File: src/hdl/generic_data_asdu_parser_unit_assert.svh
// Assertion macros used by the generic-data parser top level.
`ifndef GENERIC_DATA_ASDU_PARSER_UNIT_ASSERT_SVH
`define GENERIC_DATA_ASDU_PARSER_UNIT_ASSERT_SVH
`ifndef NO_ASSERTIONS
// same-cycle implication
`define GAPU_ASSERT_IMPL(label, clk, rstn, ante, cons, msg) \
    label: assert property (@(posedge clk) disable iff (!rstn) (ante) |-> (cons)) \
        else $error(msg);
// next-cycle implication
`define GAPU_ASSERT_NEXT(label, clk, rstn, ante, cons, msg) \
    label: assert property (@(posedge clk) disable iff (!rstn) (ante) |=> (cons)) \
        else $error(msg);
`else
`define GAPU_ASSERT_IMPL(label, clk, rstn, ante, cons, msg)
`define GAPU_ASSERT_NEXT(label, clk, rstn, ante, cons, msg)
`endif
`endif

File: src/hdl/gapu_pkg.sv
// Shared types and constants of the generic-data parser.
package gapu_pkg;

    // defaults for top-level parameters
    localparam int MAX_FRAME_BYTES_DEF = 255;
    localparam int QUEUE_DEPTH_DEF     = 4;

    // configuration port
    localparam int         CFG_ADDR_W          = 3;
    localparam logic       CFG_IDX_EXPECTED    = 1'b0;
    localparam logic [7:0] EXPECTED_TYPE_RESET = 8'd10;

    // result kinds
    localparam logic [1:0] KIND_HEADER  = 2'd0;
    localparam logic [1:0] KIND_ITEM    = 2'd1;
    localparam logic [1:0] KIND_PAYLOAD = 2'd2;
    localparam logic [1:0] KIND_DONE    = 2'd3;

    // done status codes
    localparam logic [1:0] STATUS_OK         = 2'd0;
    localparam logic [1:0] STATUS_WRONG_TYPE = 2'd1;
    localparam logic [1:0] STATUS_SHORT      = 2'd2;

    // field masks
    localparam logic [7:0] ITEM_COUNT_MASK = 8'h3F;
    localparam logic [7:0] ELEM_COUNT_MASK = 8'h7F;
    localparam logic [7:0] CONT_BIT_MASK   = 8'h80;

    // smallest frame that holds a full header
    localparam logic [7:0] MIN_FRAME_BYTES = 8'd4;

    // classified input word, front to back
    typedef struct packed {
        logic [7:0] data_byte;
        logic       frame_start;
        logic       last;
        logic [7:0] bytes_left;
        logic       bad_type;
        logic       short_frame;
    } gapu_word_t;

    // one result word
    typedef struct packed {
        logic [1:0]  result_kind;
        logic [7:0]  info_number;
        logic [7:0]  return_id;
        logic [7:0]  group_number;
        logic [7:0]  entry_number;
        logic [7:0]  description_kind;
        logic [7:0]  data_type;
        logic [7:0]  data_size;
        logic [6:0]  element_count;
        logic        cont_flag;
        logic [14:0] value;
        logic        last;
    } gapu_result_t;

    // queue status towards the top level
    typedef struct packed {
        logic full;
        logic empty;
    } gapu_queue_status_t;

endpackage

File: src/hdl/generic_data_asdu_parser_unit.sv
// Generic-data information-object parser, top level.
// Takes one information-object byte per cycle while s_ready is high and emits header,
// item descriptor, payload byte and frame-done words. A byte that causes one result or
// none does not hold up the input; the last byte of a frame that also closes a header,
// descriptor or payload byte gives two words, and the back-end output register holds
// back the done word until the first is taken. A QUEUE_DEPTH-word queue (four by default)
// between the classifying front end and the parser absorbs that wait and output stalls.
// The expected type id register sits at byte address 0 of the APB port and resets to 10.
module generic_data_asdu_parser_unit #(
    parameter int MAX_FRAME_BYTES = gapu_pkg::MAX_FRAME_BYTES_DEF,
    parameter int QUEUE_DEPTH     = gapu_pkg::QUEUE_DEPTH_DEF
) (
    input  logic                          aclk,
    input  logic                          aresetn,
    // configuration port
    input  logic                          psel,
    input  logic                          penable,
    input  logic                          pwrite,
    input  logic [gapu_pkg::CFG_ADDR_W-1:0] paddr,
    input  logic [31:0]                   pwdata,
    output logic [31:0]                   prdata,
    output logic                          pready,
    // input words
    input  logic                          s_valid,
    output logic                          s_ready,
    input  logic [7:0]                    s_data_byte,
    input  logic                          s_frame_start,
    input  logic [7:0]                    s_bytes_left,
    input  logic [7:0]                    s_type_id,
    // result words
    output logic                          m_valid,
    input  logic                          m_ready,
    output logic [1:0]                    m_result_kind,
    output logic [7:0]                    m_info_number,
    output logic [7:0]                    m_return_id,
    output logic [7:0]                    m_group_number,
    output logic [7:0]                    m_entry_number,
    output logic [7:0]                    m_description_kind,
    output logic [7:0]                    m_data_type,
    output logic [7:0]                    m_data_size,
    output logic [6:0]                    m_element_count,
    output logic                          m_cont_flag,
    output logic [14:0]                   m_value,
    output logic                          m_last
);

`include "generic_data_asdu_parser_unit_assert.svh"

    logic [7:0]                   exp_type_reg;
    logic                         cfg_write;
    gapu_pkg::gapu_word_t         front_word;
    gapu_pkg::gapu_word_t         back_word;
    gapu_pkg::gapu_queue_status_t q_status;
    gapu_pkg::gapu_result_t       result;
    logic                         q_pop_valid, q_pop_ready;

    // configuration register
    assign pready    = 1'b1;
    assign cfg_write = psel && penable && pwrite &&
                       (paddr[2] == gapu_pkg::CFG_IDX_EXPECTED);

    always_ff @(posedge aclk) begin
        if (!aresetn) begin
            exp_type_reg <= gapu_pkg::EXPECTED_TYPE_RESET;
        end else if (cfg_write) begin
            exp_type_reg <= pwdata[7:0];
        end
    end

    always_comb begin
        if (paddr[2] == gapu_pkg::CFG_IDX_EXPECTED) begin
            prdata = {24'b0, exp_type_reg};
        end else begin
            prdata = '0;
        end
    end

    gapu_front #(
        .MAX_FRAME_BYTES(MAX_FRAME_BYTES)
    ) u_front (
        .data_byte       (s_data_byte),
        .frame_start     (s_frame_start),
        .bytes_left      (s_bytes_left),
        .type_id         (s_type_id),
        .expected_type_id(exp_type_reg),
        .word            (front_word)
    );

    gapu_queue #(
        .DEPTH(QUEUE_DEPTH)
    ) u_queue (
        .aclk      (aclk),
        .aresetn   (aresetn),
        .push_valid(s_valid),
        .push_ready(s_ready),
        .push_word (front_word),
        .pop_valid (q_pop_valid),
        .pop_ready (q_pop_ready),
        .pop_word  (back_word),
        .status    (q_status)
    );

    gapu_back u_back (
        .aclk      (aclk),
        .aresetn   (aresetn),
        .pop_valid (q_pop_valid),
        .pop_ready (q_pop_ready),
        .pop_word  (back_word),
        .out_valid (m_valid),
        .out_ready (m_ready),
        .out_result(result)
    );

    // result fields
    assign m_result_kind      = result.result_kind;
    assign m_info_number      = result.info_number;
    assign m_return_id        = result.return_id;
    assign m_group_number     = result.group_number;
    assign m_entry_number     = result.entry_number;
    assign m_description_kind = result.description_kind;
    assign m_data_type        = result.data_type;
    assign m_data_size        = result.data_size;
    assign m_element_count    = result.element_count;
    assign m_cont_flag        = result.cont_flag;
    assign m_value            = result.value;
    assign m_last             = result.last;

    // a done word always closes its byte and carries a known status
    `GAPU_ASSERT_IMPL(a_done_is_last, aclk, aresetn, m_valid && m_result_kind == gapu_pkg::KIND_DONE, m_last && m_value < 15'd3, "done word not last or bad status")
    // the word after a non-last word is the done word, issued at once
    `GAPU_ASSERT_NEXT(a_done_follows, aclk, aresetn, m_valid && m_ready && !m_last, m_valid && m_result_kind == gapu_pkg::KIND_DONE, "done word missing after first word")
    // the queue cannot be full and empty at once
    `GAPU_ASSERT_IMPL(a_queue_state, aclk, aresetn, q_status.full, !q_status.empty && q_pop_valid, "queue full but empty")

endmodule

File: src/hdl/gapu_front.sv
// Front end: clamps the byte count and classifies each incoming byte.
module gapu_front #(
    parameter int MAX_FRAME_BYTES = gapu_pkg::MAX_FRAME_BYTES_DEF
) (
    input  logic [7:0]        data_byte,
    input  logic              frame_start,
    input  logic [7:0]        bytes_left,
    input  logic [7:0]        type_id,
    input  logic [7:0]        expected_type_id,
    output gapu_pkg::gapu_word_t word
);

    logic [7:0] blen_clamped;

    // counts above the frame limit are taken as the limit
    always_comb begin
        if (32'(bytes_left) > MAX_FRAME_BYTES) begin
            blen_clamped = 8'(MAX_FRAME_BYTES);
        end else begin
            blen_clamped = bytes_left;
        end
    end

    // classification used by the back end
    always_comb begin
        word.data_byte   = data_byte;
        word.frame_start = frame_start;
        word.bytes_left  = blen_clamped;
        word.last        = (blen_clamped <= 8'd1);
        word.bad_type    = (type_id != expected_type_id);
        word.short_frame = (blen_clamped < gapu_pkg::MIN_FRAME_BYTES);
    end

endmodule

File: src/hdl/gapu_queue.sv
// Short word queue between the front and back ends.
module gapu_queue #(
    parameter int DEPTH = gapu_pkg::QUEUE_DEPTH_DEF
) (
    input  logic                         aclk,
    input  logic                         aresetn,
    input  logic                         push_valid,
    output logic                         push_ready,
    input  gapu_pkg::gapu_word_t         push_word,
    output logic                         pop_valid,
    input  logic                         pop_ready,
    output gapu_pkg::gapu_word_t         pop_word,
    output gapu_pkg::gapu_queue_status_t status
);

    localparam int PTR_W = (DEPTH > 1) ? $clog2(DEPTH) : 1;
    localparam int CNT_W = $clog2(DEPTH + 1);

    gapu_pkg::gapu_word_t store_reg [DEPTH];
    logic [PTR_W-1:0] wr_ptr_reg, wr_ptr_next;
    logic [PTR_W-1:0] rd_ptr_reg, rd_ptr_next;
    logic [CNT_W-1:0] count_reg, count_next;
    logic             do_push, do_pop;

    assign push_ready   = (count_reg != CNT_W'(DEPTH));
    assign pop_valid    = (count_reg != '0);
    assign pop_word     = store_reg[rd_ptr_reg];
    assign status.full  = !push_ready;
    assign status.empty = !pop_valid;
    assign do_push      = push_valid && push_ready;
    assign do_pop       = pop_valid && pop_ready;

    // pointer and fill count update
    always_comb begin
        wr_ptr_next = wr_ptr_reg;
        rd_ptr_next = rd_ptr_reg;
        count_next  = count_reg;
        if (do_push) begin
            wr_ptr_next = (wr_ptr_reg == PTR_W'(DEPTH - 1)) ? '0 : wr_ptr_reg + 1'b1;
        end
        if (do_pop) begin
            rd_ptr_next = (rd_ptr_reg == PTR_W'(DEPTH - 1)) ? '0 : rd_ptr_reg + 1'b1;
        end
        if (do_push && !do_pop) begin
            count_next = count_reg + 1'b1;
        end else if (do_pop && !do_push) begin
            count_next = count_reg - 1'b1;
        end
    end

    always_ff @(posedge aclk) begin
        if (!aresetn) begin
            wr_ptr_reg <= '0;
            rd_ptr_reg <= '0;
            count_reg  <= '0;
        end else begin
            wr_ptr_reg <= wr_ptr_next;
            rd_ptr_reg <= rd_ptr_next;
            count_reg  <= count_next;
        end
    end

    // storage, no reset needed
    always_ff @(posedge aclk) begin
        if (do_push) begin
            store_reg[wr_ptr_reg] <= push_word;
        end
    end

endmodule

File: src/hdl/gapu_back.sv
// Back end: frame parser state machine and result output register.
module gapu_back (
    input  logic                   aclk,
    input  logic                   aresetn,
    input  logic                   pop_valid,
    output logic                   pop_ready,
    input  gapu_pkg::gapu_word_t   pop_word,
    output logic                   out_valid,
    input  logic                   out_ready,
    output gapu_pkg::gapu_result_t out_result
);

    typedef enum logic [4:0] {
        PH_IDLE    = 5'b00001,
        PH_HEAD    = 5'b00010,
        PH_ITEM    = 5'b00100,
        PH_PAYLOAD = 5'b01000,
        PH_SKIP    = 5'b10000
    } phase_t;

    phase_t      phase_reg, phase_next;
    logic [1:0]  hdr_idx_reg, hdr_idx_next;
    logic [2:0]  fld_idx_reg, fld_idx_next;
    logic [5:0]  items_exp_reg, items_exp_next;
    logic [5:0]  items_done_reg, items_done_next;
    logic [14:0] pay_rem_reg, pay_rem_next;
    logic [1:0]  status_reg, status_next;
    logic [7:0]  info_reg, info_next;
    logic [7:0]  ret_id_reg, ret_id_next;
    logic [7:0]  held_reg [5];
    logic [7:0]  held_next [5];

    logic                   out_valid_reg, out_valid_next;
    gapu_pkg::gapu_result_t out_reg, out_next;
    logic                   pend_reg, pend_next;
    logic [1:0]             pend_status_reg, pend_status_next;

    logic                   slot_free, consume;
    logic                   r0_valid, done_valid;
    gapu_pkg::gapu_result_t r0;
    logic [7:0]             b;
    logic [6:0]             count;
    logic [14:0]            plen;
    logic                   fits;

    assign slot_free  = !out_valid_reg || out_ready;
    assign pop_ready  = slot_free && !pend_reg;
    assign consume    = pop_valid && pop_ready;
    assign out_valid  = out_valid_reg;
    assign out_result = out_reg;

    assign b     = pop_word.data_byte;
    assign count = 7'(b & gapu_pkg::ELEM_COUNT_MASK);
    assign plen  = 15'(held_reg[4]) * 15'(count);
    assign fits  = ({1'b0, plen} + 16'd1) <= {8'b0, pop_word.bytes_left};

    // parser step for one consumed word
    always_comb begin
        phase_next      = phase_reg;
        hdr_idx_next    = hdr_idx_reg;
        fld_idx_next    = fld_idx_reg;
        items_exp_next  = items_exp_reg;
        items_done_next = items_done_reg;
        pay_rem_next    = pay_rem_reg;
        status_next     = status_reg;
        info_next       = info_reg;
        ret_id_next     = ret_id_reg;
        held_next       = held_reg;
        r0_valid        = 1'b0;
        r0              = '0;
        done_valid      = 1'b0;
        if (consume && (pop_word.frame_start || phase_reg != PH_IDLE)) begin
            // new frame: clear counters and check type and length
            if (pop_word.frame_start) begin
                hdr_idx_next    = '0;
                fld_idx_next    = '0;
                items_exp_next  = '0;
                items_done_next = '0;
                pay_rem_next    = '0;
                if (pop_word.bad_type) begin
                    status_next = gapu_pkg::STATUS_WRONG_TYPE;
                end else if (pop_word.short_frame) begin
                    status_next = gapu_pkg::STATUS_SHORT;
                end else begin
                    status_next = gapu_pkg::STATUS_OK;
                end
                phase_next = (status_next != gapu_pkg::STATUS_OK) ? PH_SKIP : PH_HEAD;
            end
            case (phase_next)
                PH_HEAD: begin
                    // function byte, info number, return id, item count
                    if (hdr_idx_next == 2'd3) begin
                        items_exp_next  = 6'(b & gapu_pkg::ITEM_COUNT_MASK);
                        items_done_next = '0;
                        fld_idx_next    = '0;
                        r0_valid        = 1'b1;
                        r0.result_kind  = gapu_pkg::KIND_HEADER;
                        r0.info_number  = info_next;
                        r0.return_id    = ret_id_next;
                        r0.cont_flag    = |(b & gapu_pkg::CONT_BIT_MASK);
                        r0.value        = 15'(items_exp_next);
                        phase_next      = (items_exp_next != '0) ? PH_ITEM : PH_SKIP;
                    end else begin
                        if (hdr_idx_next == 2'd1) begin
                            info_next = b;
                        end else if (hdr_idx_next == 2'd2) begin
                            ret_id_next = b;
                        end
                        hdr_idx_next = hdr_idx_next + 2'd1;
                    end
                end
                PH_ITEM: begin
                    if (fld_idx_next < 3'd5) begin
                        held_next[fld_idx_next] = b;
                        fld_idx_next = fld_idx_next + 3'd1;
                    end else begin
                        // count byte closes the descriptor
                        r0_valid            = 1'b1;
                        r0.result_kind      = gapu_pkg::KIND_ITEM;
                        r0.group_number     = held_reg[0];
                        r0.entry_number     = held_reg[1];
                        r0.description_kind = held_reg[2];
                        r0.data_type        = held_reg[3];
                        r0.data_size        = held_reg[4];
                        r0.element_count    = count;
                        r0.cont_flag        = |(b & gapu_pkg::CONT_BIT_MASK);
                        r0.value            = fits ? plen : '0;
                        fld_idx_next        = '0;
                        if (fits && plen != '0) begin
                            pay_rem_next = plen;
                            phase_next   = PH_PAYLOAD;
                        end else begin
                            items_done_next = items_done_next + 6'd1;
                            phase_next = (items_done_next == items_exp_next) ? PH_SKIP : PH_ITEM;
                        end
                    end
                end
                PH_PAYLOAD: begin
                    r0_valid       = 1'b1;
                    r0.result_kind = gapu_pkg::KIND_PAYLOAD;
                    r0.value       = 15'(b);
                    if (pay_rem_next != '0) begin
                        pay_rem_next = pay_rem_next - 15'd1;
                    end
                    if (pay_rem_next == '0) begin
                        items_done_next = items_done_next + 6'd1;
                        phase_next = (items_done_next == items_exp_next) ? PH_SKIP : PH_ITEM;
                    end
                end
                default: begin
                end
            endcase
            // last byte of the frame closes it
            if (pop_word.last) begin
                if (status_next == gapu_pkg::STATUS_OK && phase_next == PH_HEAD) begin
                    status_next = gapu_pkg::STATUS_SHORT;
                end
                done_valid = 1'b1;
                phase_next = PH_IDLE;
            end
        end
    end

    // output register with a held-back done word
    always_comb begin
        out_valid_next   = out_valid_reg && !out_ready;
        out_next         = out_reg;
        pend_next        = pend_reg;
        pend_status_next = pend_status_reg;
        if (consume) begin
            if (r0_valid) begin
                out_valid_next = 1'b1;
                out_next       = r0;
                out_next.last  = !done_valid;
                if (done_valid) begin
                    pend_next        = 1'b1;
                    pend_status_next = status_next;
                end
            end else if (done_valid) begin
                out_valid_next    = 1'b1;
                out_next          = '0;
                out_next.result_kind = gapu_pkg::KIND_DONE;
                out_next.value    = 15'(status_next);
                out_next.last     = 1'b1;
            end
        end else if (pend_reg && slot_free) begin
            out_valid_next       = 1'b1;
            out_next             = '0;
            out_next.result_kind = gapu_pkg::KIND_DONE;
            out_next.value       = 15'(pend_status_reg);
            out_next.last        = 1'b1;
            pend_next            = 1'b0;
        end
    end

    always_ff @(posedge aclk) begin
        if (!aresetn) begin
            phase_reg      <= PH_IDLE;
            hdr_idx_reg    <= '0;
            fld_idx_reg    <= '0;
            items_exp_reg  <= '0;
            items_done_reg <= '0;
            pay_rem_reg    <= '0;
            status_reg     <= gapu_pkg::STATUS_OK;
            info_reg       <= '0;
            ret_id_reg     <= '0;
            out_valid_reg  <= 1'b0;
            pend_reg       <= 1'b0;
        end else begin
            phase_reg      <= phase_next;
            hdr_idx_reg    <= hdr_idx_next;
            fld_idx_reg    <= fld_idx_next;
            items_exp_reg  <= items_exp_next;
            items_done_reg <= items_done_next;
            pay_rem_reg    <= pay_rem_next;
            status_reg     <= status_next;
            info_reg       <= info_next;
            ret_id_reg     <= ret_id_next;
            out_valid_reg  <= out_valid_next;
            pend_reg       <= pend_next;
        end
    end

    // payload registers
    always_ff @(posedge aclk) begin
        held_reg        <= held_next;
        out_reg         <= out_next;
        pend_status_reg <= pend_status_next;
    end

endmodule
File: config.mk
export PLATFORM = sky130hd
export DESIGN_NAME = generic_data_asdu_parser_unit
export DESIGN_NICKNAME = d
export VERILOG_FILES = /design/src/hdl/gapu_pkg.sv /design/src/hdl/generic_data_asdu_parser_unit.sv /design/src/hdl/gapu_front.sv /design/src/hdl/gapu_queue.sv /design/src/hdl/gapu_back.sv
export VERILOG_INCLUDE_DIRS = /design/src /design/src/hdl
export SDC_FILE = /design/constraint.sdc
export NUM_CORES = 1
export LEC_CHECK = 0
export ABC_AREA = 1
export BUFFER_PORTS_ARGS = -buffer_cell sky130_fd_sc_hd__buf_2
export CAP_MARGIN = 10
export CORE_MARGIN = 2
export CORE_UTILIZATION = 35
export CTS_BUF_LIST = sky130_fd_sc_hd__clkbuf_8
export DETAILED_ROUTE_END_ITERATION = 7
export GPL_TIMING_DRIVEN = 0
export SLEW_MARGIN = 20
export SYNTH_ARGS = -nofsm -noshare
export SYNTH_HDL_FRONTEND = slang
export SYNTH_SLANG_ARGS = --single-unit
File: constraint.sdc
create_clock -name aclk -period 20.9 [get_ports aclk]
set_input_delay 4.18 -clock aclk [delete_from_list [all_inputs] [get_ports aclk]]
set_output_delay 4.18 -clock aclk [all_outputs]
set_load 0.05 [all_outputs]
---- Word level (Yosys, flattened, before mapping) ----
Memory sizes are Yosys's and may differ from the RTL's. A register that Yosys moved wholly into a read port is not among the register bits.
Cells that the tools add are included.
word-level totals
  bits of input ports ..................... 67
  flip-flop bits (word level) ............. 196
  logic and storage cells ................. 197
  memories kept ........................... 1
  RAM bits ................................ 80
  output and inout port bits .............. 117
memories
  memory             depth  width  read ports  clocked after Yosys merged registers in  write ports  RTL line          RTL
  u_queue.store_reg  4      20     1           1                                        1            gapu_queue.sv:19  gapu_pkg::gapu_word_t store_reg [DEPTH];
cells by class
  reductions and logical operators ........ 37
  bitwise gates (word level) .............. 4
  eq/ne operators ......................... 16
  order comparisons ....................... 6
  $add $sub $neg .......................... 9
  multipliers ............................. 1
  muxes and demuxes ....................... 90
operators with widths
  cell                     number
  $mux W82                 4
  $mux W15                 8
  $mux W81                 1
  $mux W63                 1
  $mux W6                  10
  $mux W5                  11
  $mux W16                 3
  $mux W47                 1
  $pmux W15 S3             1
  $bwmux W40               1
  $mux W2                  17
  $pmux W15 S2             1
  $reduce_bool A15 Y1      2
  $demux W8 S3             1
  $mux W3                  6
  $pmux W6 S3              1
  $add A15 B1 Y16 const B  1
  $le A16 B8 Y1            1
  $mux W1                  16
  $mux W8                  2
  $logic_not A15 Y1        1
  $mul A8 B7 Y15           1
  $pmux W5 S3              1
  $sub A15 B1 Y15 const B  1
  36 further kinds         70

---- Depth between registers and ports, before layout ----
Gate-level depths: netlist of the first run.
  depth after elaboration ................. 25
  depth in mapped cells ................... 44
  depth with buffers taken out ............ 41

---- Hierarchy ----
From an unflattened synthesis of the first run, not the netlist that was laid out.
second synthesis, totals
  cells, all modules ...................... 1760
  area, all modules ....................... 15386.0 um^2
modules (own cells, without submodules)
  module                         sequential area each (um^2)  cells an instance  area an instance (um^2)  instances
  gapu_back                      4864.7                       1343               10988.0                  1
  gapu_queue                     2582.5                       266                3448.3                   1
  generic_data_asdu_parser_unit  160.2                        97                 654.4                    1
  gapu_front                     0.0                          54                 295.3                    1

---- Worst setup path before layout of the first run ----
Ideal clock, no wire load.
  path kind ............................... input -> output
  from .................................... input port paddr[2] in the netlist's numbering
  to ...................................... output port prdata[0]
  data arrival time ....................... 5.025 ns
  buffers on the path ..................... 1
  slack ................................... 11.695 ns
  required time ........................... 16.720 ns
  stages on the path ...................... 2
  cells stage by stage .................... clkbuf_1 nor2_1
on the way
  cells in the longest elaborated chain, start to end .. 1
ends and longest elaborated chain
  what             RTL line                             RTL
  start, declared  generic_data_asdu_parser_unit.sv:19  input logic [gapu_pkg::CFG_ADDR_W-1:0] paddr,
  $mux W8          generic_data_asdu_parser_unit.sv:71  if (paddr[2] == gapu_pkg::CFG_IDX_EXPECTED) begin
  end, declared    generic_data_asdu_parser_unit.sv:21  output logic [31:0] prdata,
Every way passes these cells.

---- Final worst setup path of the first run ----
  from .................................... input port paddr[2] in the netlist's numbering
  to ...................................... output port prdata[5]
Same word-level chain as after synthesis.

==> results by group, run 1 <==
Final layout
  • Synthesis-to-finish area growth: 17.0%
  • Fin nets: 1,961
  • Antenna diode count: 0
  • Max reg flops: 82
  • Fraction of layout cells with a size suffix above 1: 19.8%

Logic synthesis
  • Most frequent cell after synthesis: nand2_1
  • Mapped Area: 14,900 sq um
  • FFs w/ async S/R, synth: 0%
  • Ys Warns: 0
  • Synth unique cells: 62
  • Post-synth top cells: 274 x nand2_1, 208 x inv_1, 204 x edfxtp_1, 178 x nor2_1, 97 x a21oi_1
  • Gate Count Post-Synth: 1,595
  • Seq/Total Area, Yosys: 50.9%
  • Prevailing post-synth register cell: edfxtp_1
  • Number of enable flip-flop cells after synthesis: 204
  • Area contributors post-synth: edfxtp_1 41%, dfxtp_1 9.9%, nand2_1 6.9%
  • Number of synthesized register bits: 278
  • Avg Cell Area, Syn: 9.36 sq um
  • Yosys top cell by area: edfxtp_1
  • Post-synth top area share: 41.0%

Hold path
  • Hold WC Path Type: reg -> reg
  • Worst Hold Launch: u_back.phase_reg[3]
  • Min-Delay Path Depth: 2
  • Worst Hold End: u_back.phase_reg[3]

GRT
  • First-pass GRT wire length: 61,200 um
  • Initial antenna violation count: 0
  • Vias in the first global route: 11,200
  • Pin count of the biggest net entering global routing: 52
  • Overall Global Routing Usage: 17.6%
  • Total gr overflow: 0

Timing
  • Final Hold Viols: 0
  • Setup-failing EPs final: 0
  • Worst-Margin Slew: 0.932 ns
  • Setup Skew: 0.0473 ns
  • Max Freq: 111 MHz
  • Minimum clock period: 8.99 ns
  • Slew HR: 37.9%
  • Slew Viols, Final: 0
  • RSZ-0062 raised after global routing: no
  • Part of the cycle the worst path needs: 43.0%
  • Setup TNS: 0 ns

Die
  • Core ar.: 42,000 sq um
  • Starting density of the core: 35.5%
  • IO Count: 184
  • DIE WIDTH: 211 um
  • Die outline area: 44,300 sq um
  • Die outline height: 211 um
  • Num rows: 75

Clock tree
  • CTS Hold Bufs: 0
  • Clk_lat worst skew: 0.62 ns
  • Post-CTS sizing: 0
  • Setup Buffers After CTS: 0
  • Max Root-Sink Buffers: 3
  • CTS tree: yes
  • Reg clk slew, reported paths: 0.06 ns
  • Clock Tree Root: clkbuf_8
  • TritonCTS Buffers: 50
  • Clk sinks: 278
  • Number of H-tree levels: 2

Status
  • Status: complete, no violations

Setup path
  • WS Path Type: in -> out
  • Register-to-Register Path Depth: 41
  • Type of origin of the critical path: input pin
  • WP data arrival: 4.81 ns
  • Worst-path maximum fanout: 9
  • Reg-to-Reg End: u_back.pay_rem_reg[5]
  • Internal reg-to-reg setup slack: 12.33 ns
  • CP endpoint kind: output port
  • Worst Path Required: 16.72 ns

Route
  • Drt drc: 0
  • Pre-antenna DRT Iters: 5
  • Antenna viol nets, final: 0
  • Vias/cell: 4.87
  • DR iter-0 viols: 851
  • Final wirelength: 39,200 um
  • Routed len/inst: 16.4 um
  • Vias: 11,600

Place
  • Port Buffers: 130
  • GPL Wtd Cong: 0.928
  • Dpl hpwl: 28,700 um

Job
  • Max-cap violations: 0
stage by stage:
stage	hold slack, ns	worst slack, ns	std cells	util [%]	instance area [sq um]
CTS	0.469	11.92	2390	41.6	17500
global route	0.492	11.57	2390	41.6	17500
detailed placement	0.459	11.93	2299	39.2	16500
global placement	0.454	11.05	2293	38.9	16400
finish	0.469	11.91	2390	41.6	17500
floorplan	0.440	11.69	1624	-	15000
layer usage:
metal	global-route usage, %	share of wire, %	up-vias
li1	-	-	5701
met1	24.1	45	5424
met2	27.9	45	441
met3	3.90	7.3	74
met4	5.73	2.5	0
met5	0	0	-
final cells by class:
type | count | area (sq um)
repair buffers | 136 | 723
flip-flops and latches | 278 | 7610
fillers | 4152 | 24600
inverters | 237 | 895
multi-input cells | 1031 | 6100
well taps | 539 | 674
clock buffers | 51 | 702
clock inverters | 40 | 287
plain buffers | 78 | 485
how the worst max path moves through the flow:
stage / to / cells after the start / slack (ns) / startpoint
global route: u_back.pay_rem_reg[5] / 40 / 11.57 / flop
floorplan: prdata[0] / 2 / 11.69 / paddr[2]
finish: prdata[5] / 3 / 11.91 / paddr[2]
CTS: prdata[5] / 3 / 11.92 / paddr[2]
global placement: u_back.out_result[11] / 12 / 11.05 / m_ready
detailed placement: prdata[5] / 3 / 11.93 / paddr[2]
critical path, cell delays in order:
cell and delay [ns]:
clkbuf_1 0.17, nor2_1 0.18, buf_2 0.28
cell families (layout without fill, tap and decap cells):
| kind of cell | count (synthesis) | count (layout) | synth area share, % |
|---|---|---|---|
| AND/OR/NAND/NOR | 625 | 625 | 19.3 |
| buffers and inverters | 315 | 542 | 9.24 |
| flip-flops | 278 | 278 | 50.9 |
| AO/OA/AOI/OAI | 269 | 269 | 10.7 |
| adder cells (fa/ha/maj) | 82 | 82 | 8.38 |
| XOR/XNOR | 24 | 24 | 1.41 |
| other | 2 | 31 | 0.0503 |
layout by cell type (no fill, tap or decap), drive strengths merged, types with 52 or more instances in the layout:
cell / n
nand2: 296
inv: 241
nor2: 205
edfxtp: 204
buf: 187
a21oi: 102
o21ai: 102
nand3: 82
clkbuf: 78
dfxtp: 74
ha: 52
Power of run 1 is not shown: default switching activity piles up to over one toggle a cycle in this logic, so the estimate is an artifact.
==> inputs of run 2 (changes only) <==
==> constraint.sdc (replaced) <==
create_clock -name aclk -period 8.4 [get_ports aclk]
set_input_delay 1.68 -clock aclk [delete_from_list [all_inputs] [get_ports aclk]]
set_output_delay 1.68 -clock aclk [all_outputs]
set_load 0.05 [all_outputs]
==> run 2 against run 1 <==
Net effect: sequential share of layout area is 0.17 points lower; non-clock buffer count grew 7; critical path depth increased by 36; highest routed layer unchanged; largest cell class unchanged.
==> results by group, run 2 (synthesized netlist as in run 1, its figures left out) <==
Status
  • Status: complete, no violations

GRT
  • Overall Global Routing Usage: 17.6%
  • Total gr overflow: 0
  • First-pass GRT wire length: 61,200 um
  • Vias in the first global route: 11,200
  • Initial antenna violation count: 0
  • Pin count of the biggest net entering global routing: 52

Final layout
  • Post-route design area: 17,500 sq um
  • Final design utilization: 41.7%
  • Synthesis-to-finish area growth: 17.5%
  • Fill cells: 4,146
  • Antenna diode count: 0
  • Fin nets: 1,968
  • Commonest non-fill, non-tap cell in the layout: nand2_1
  • Max reg flops: 82
  • Most frequent cells in the layout: 273 x nand2_1, 212 x inv_1, 204 x edfxtp_1
  • Fraction of layout cells with a size suffix above 1: 20.5%

Timing
  • Final Hold Viols: 0
  • Slew Viols, Final: 0
  • Slew HR: 40.9%
  • Minimum clock period: 7.79 ns
  • Worst-Margin Slew: 0.886 ns
  • Max Freq: 128 MHz
  • Final worst slack: 0.613 ns
  • Part of the cycle the worst path needs: 92.7%
  • Setup-failing EPs final: 0
  • Setup Skew: 0.0449 ns
  • Setup TNS: 0 ns
  • RSZ-0062 raised after global routing: no

Setup path
  • Worst-path maximum fanout: 19
  • Register-to-Register Path Depth: 39
  • Internal reg-to-reg setup slack: 0.61 ns
  • WS Path Type: reg -> reg
  • Worst Path Required: 8.88 ns
  • CP delay by family, top: simple AND/OR/NAND/NOR gates
  • CP endpoint kind: flop
  • Slowest-stage cell, CP: inv_1
  • WP data arrival: 8.27 ns
  • Slowest Stage Delay on Critical Path: 0.58 ns
  • Type of origin of the critical path: flop
  • Worst path bufs/invs: 9
  • Critical path depth: 39
  • Most used cell, CP: nand2_1

Hold path
  • Min-Delay Path Depth: 2
  • Hold WC Path Type: reg -> reg

Clock tree
  • Clk_lat worst skew: 0.61 ns
  • CTS Hold Bufs: 0
  • Max Root-Sink Buffers: 3
  • Clock Tree Root: clkbuf_8
  • Clk sinks: 278
  • Number of H-tree levels: 2
  • TritonCTS Buffers: 50
  • Reg clk slew, reported paths: 0.06 ns
  • CTS tree: yes

Place
  • Port Buffers: 130
  • DP Area: 16,500 sq um
  • Dpl ws: -0.184 ns
  • GPL Wtd Cong: 0.928
  • Dpl hpwl: 28,700 um

Die
  • Die outline height: 211 um
  • DIE WIDTH: 211 um
  • Core ar.: 42,000 sq um
  • Num rows: 75
  • Die outline area: 44,300 sq um
  • Starting density of the core: 35.5%
  • IO Count: 184

Route
  • Drt drc: 0
  • Routed len/inst: 16.4 um
  • Pre-antenna DRT Iters: 5
  • Antenna viol nets, final: 0
  • Vias: 11,700
  • Vias/cell: 4.86
  • DR iter-0 viols: 828
  • Final wirelength: 39,200 um

Job
  • Max-cap violations: 0
-- run 2: cell count changes in the layout (fill, tap and decap cells not counted), sizes merged --
cell | previous run | this run
inv | 241 | 239
clkbuf | 78 | 77
buf | 187 | 195
clkinvlp | 2 | 4
-- run 2: routing by layer --
metal  vias to the layer above  GRT usage [%]  part of all wire (%)
met5                         -              0                     0
met4                         0           5.73                   2.5
met3                        74           3.90                   7.3
met2                       422           27.9                    45
met1                      5440           24.1                    45
li1                       5719              -                     -
-- run 2: cell type report --
class	instances	area [sq um]	area share (%)
Clock inverter	40	287	1.63
Sequential cell	278	7610	43.4
Inverter	237	902	5.14
Timing Repair Buffer	144	783	4.46
Clock buffer	51	702	4.00
Buffer	77	485	2.77
Tap cell	539	674	3.84
Multi-Input combinational cell	1031	6110	34.8
-- run 2: worst min-delay path, stage by stage (launching register included) --
cell	delay, ns
dfxtp_1	0.31
nand2_1	0.06
a21oi_1	0.06
-- run 2: stage by stage --
step,hold WS (ns),cells
after floorplan,0.440,1624
after global placement,0.454,2293
after detailed placement,0.459,2299
after CTS,0.469,2390
after global routing,0.492,2397
final,0.468,2397
-- run 2: final timing paths --
kind	startpoint	end
hold reg to reg	u_back.phase_reg[3]	u_back.phase_reg[3]
hold / removal	u_back.phase_reg[3]	u_back.phase_reg[3]
setup reg to reg	flop	u_back.pay_rem_reg[5]
setup / recovery	flop	u_back.pay_rem_reg[5]
-- run 2: what timing repair did --
item | 4_1_cts | 5_1_grt
resized for setup | 3 | 4
setup endpoints to repair | 15 | 33
setup buffers | 0 | 8
hold endpoints to repair | 0 | 0
Power of run 2 is left out for the same reason.
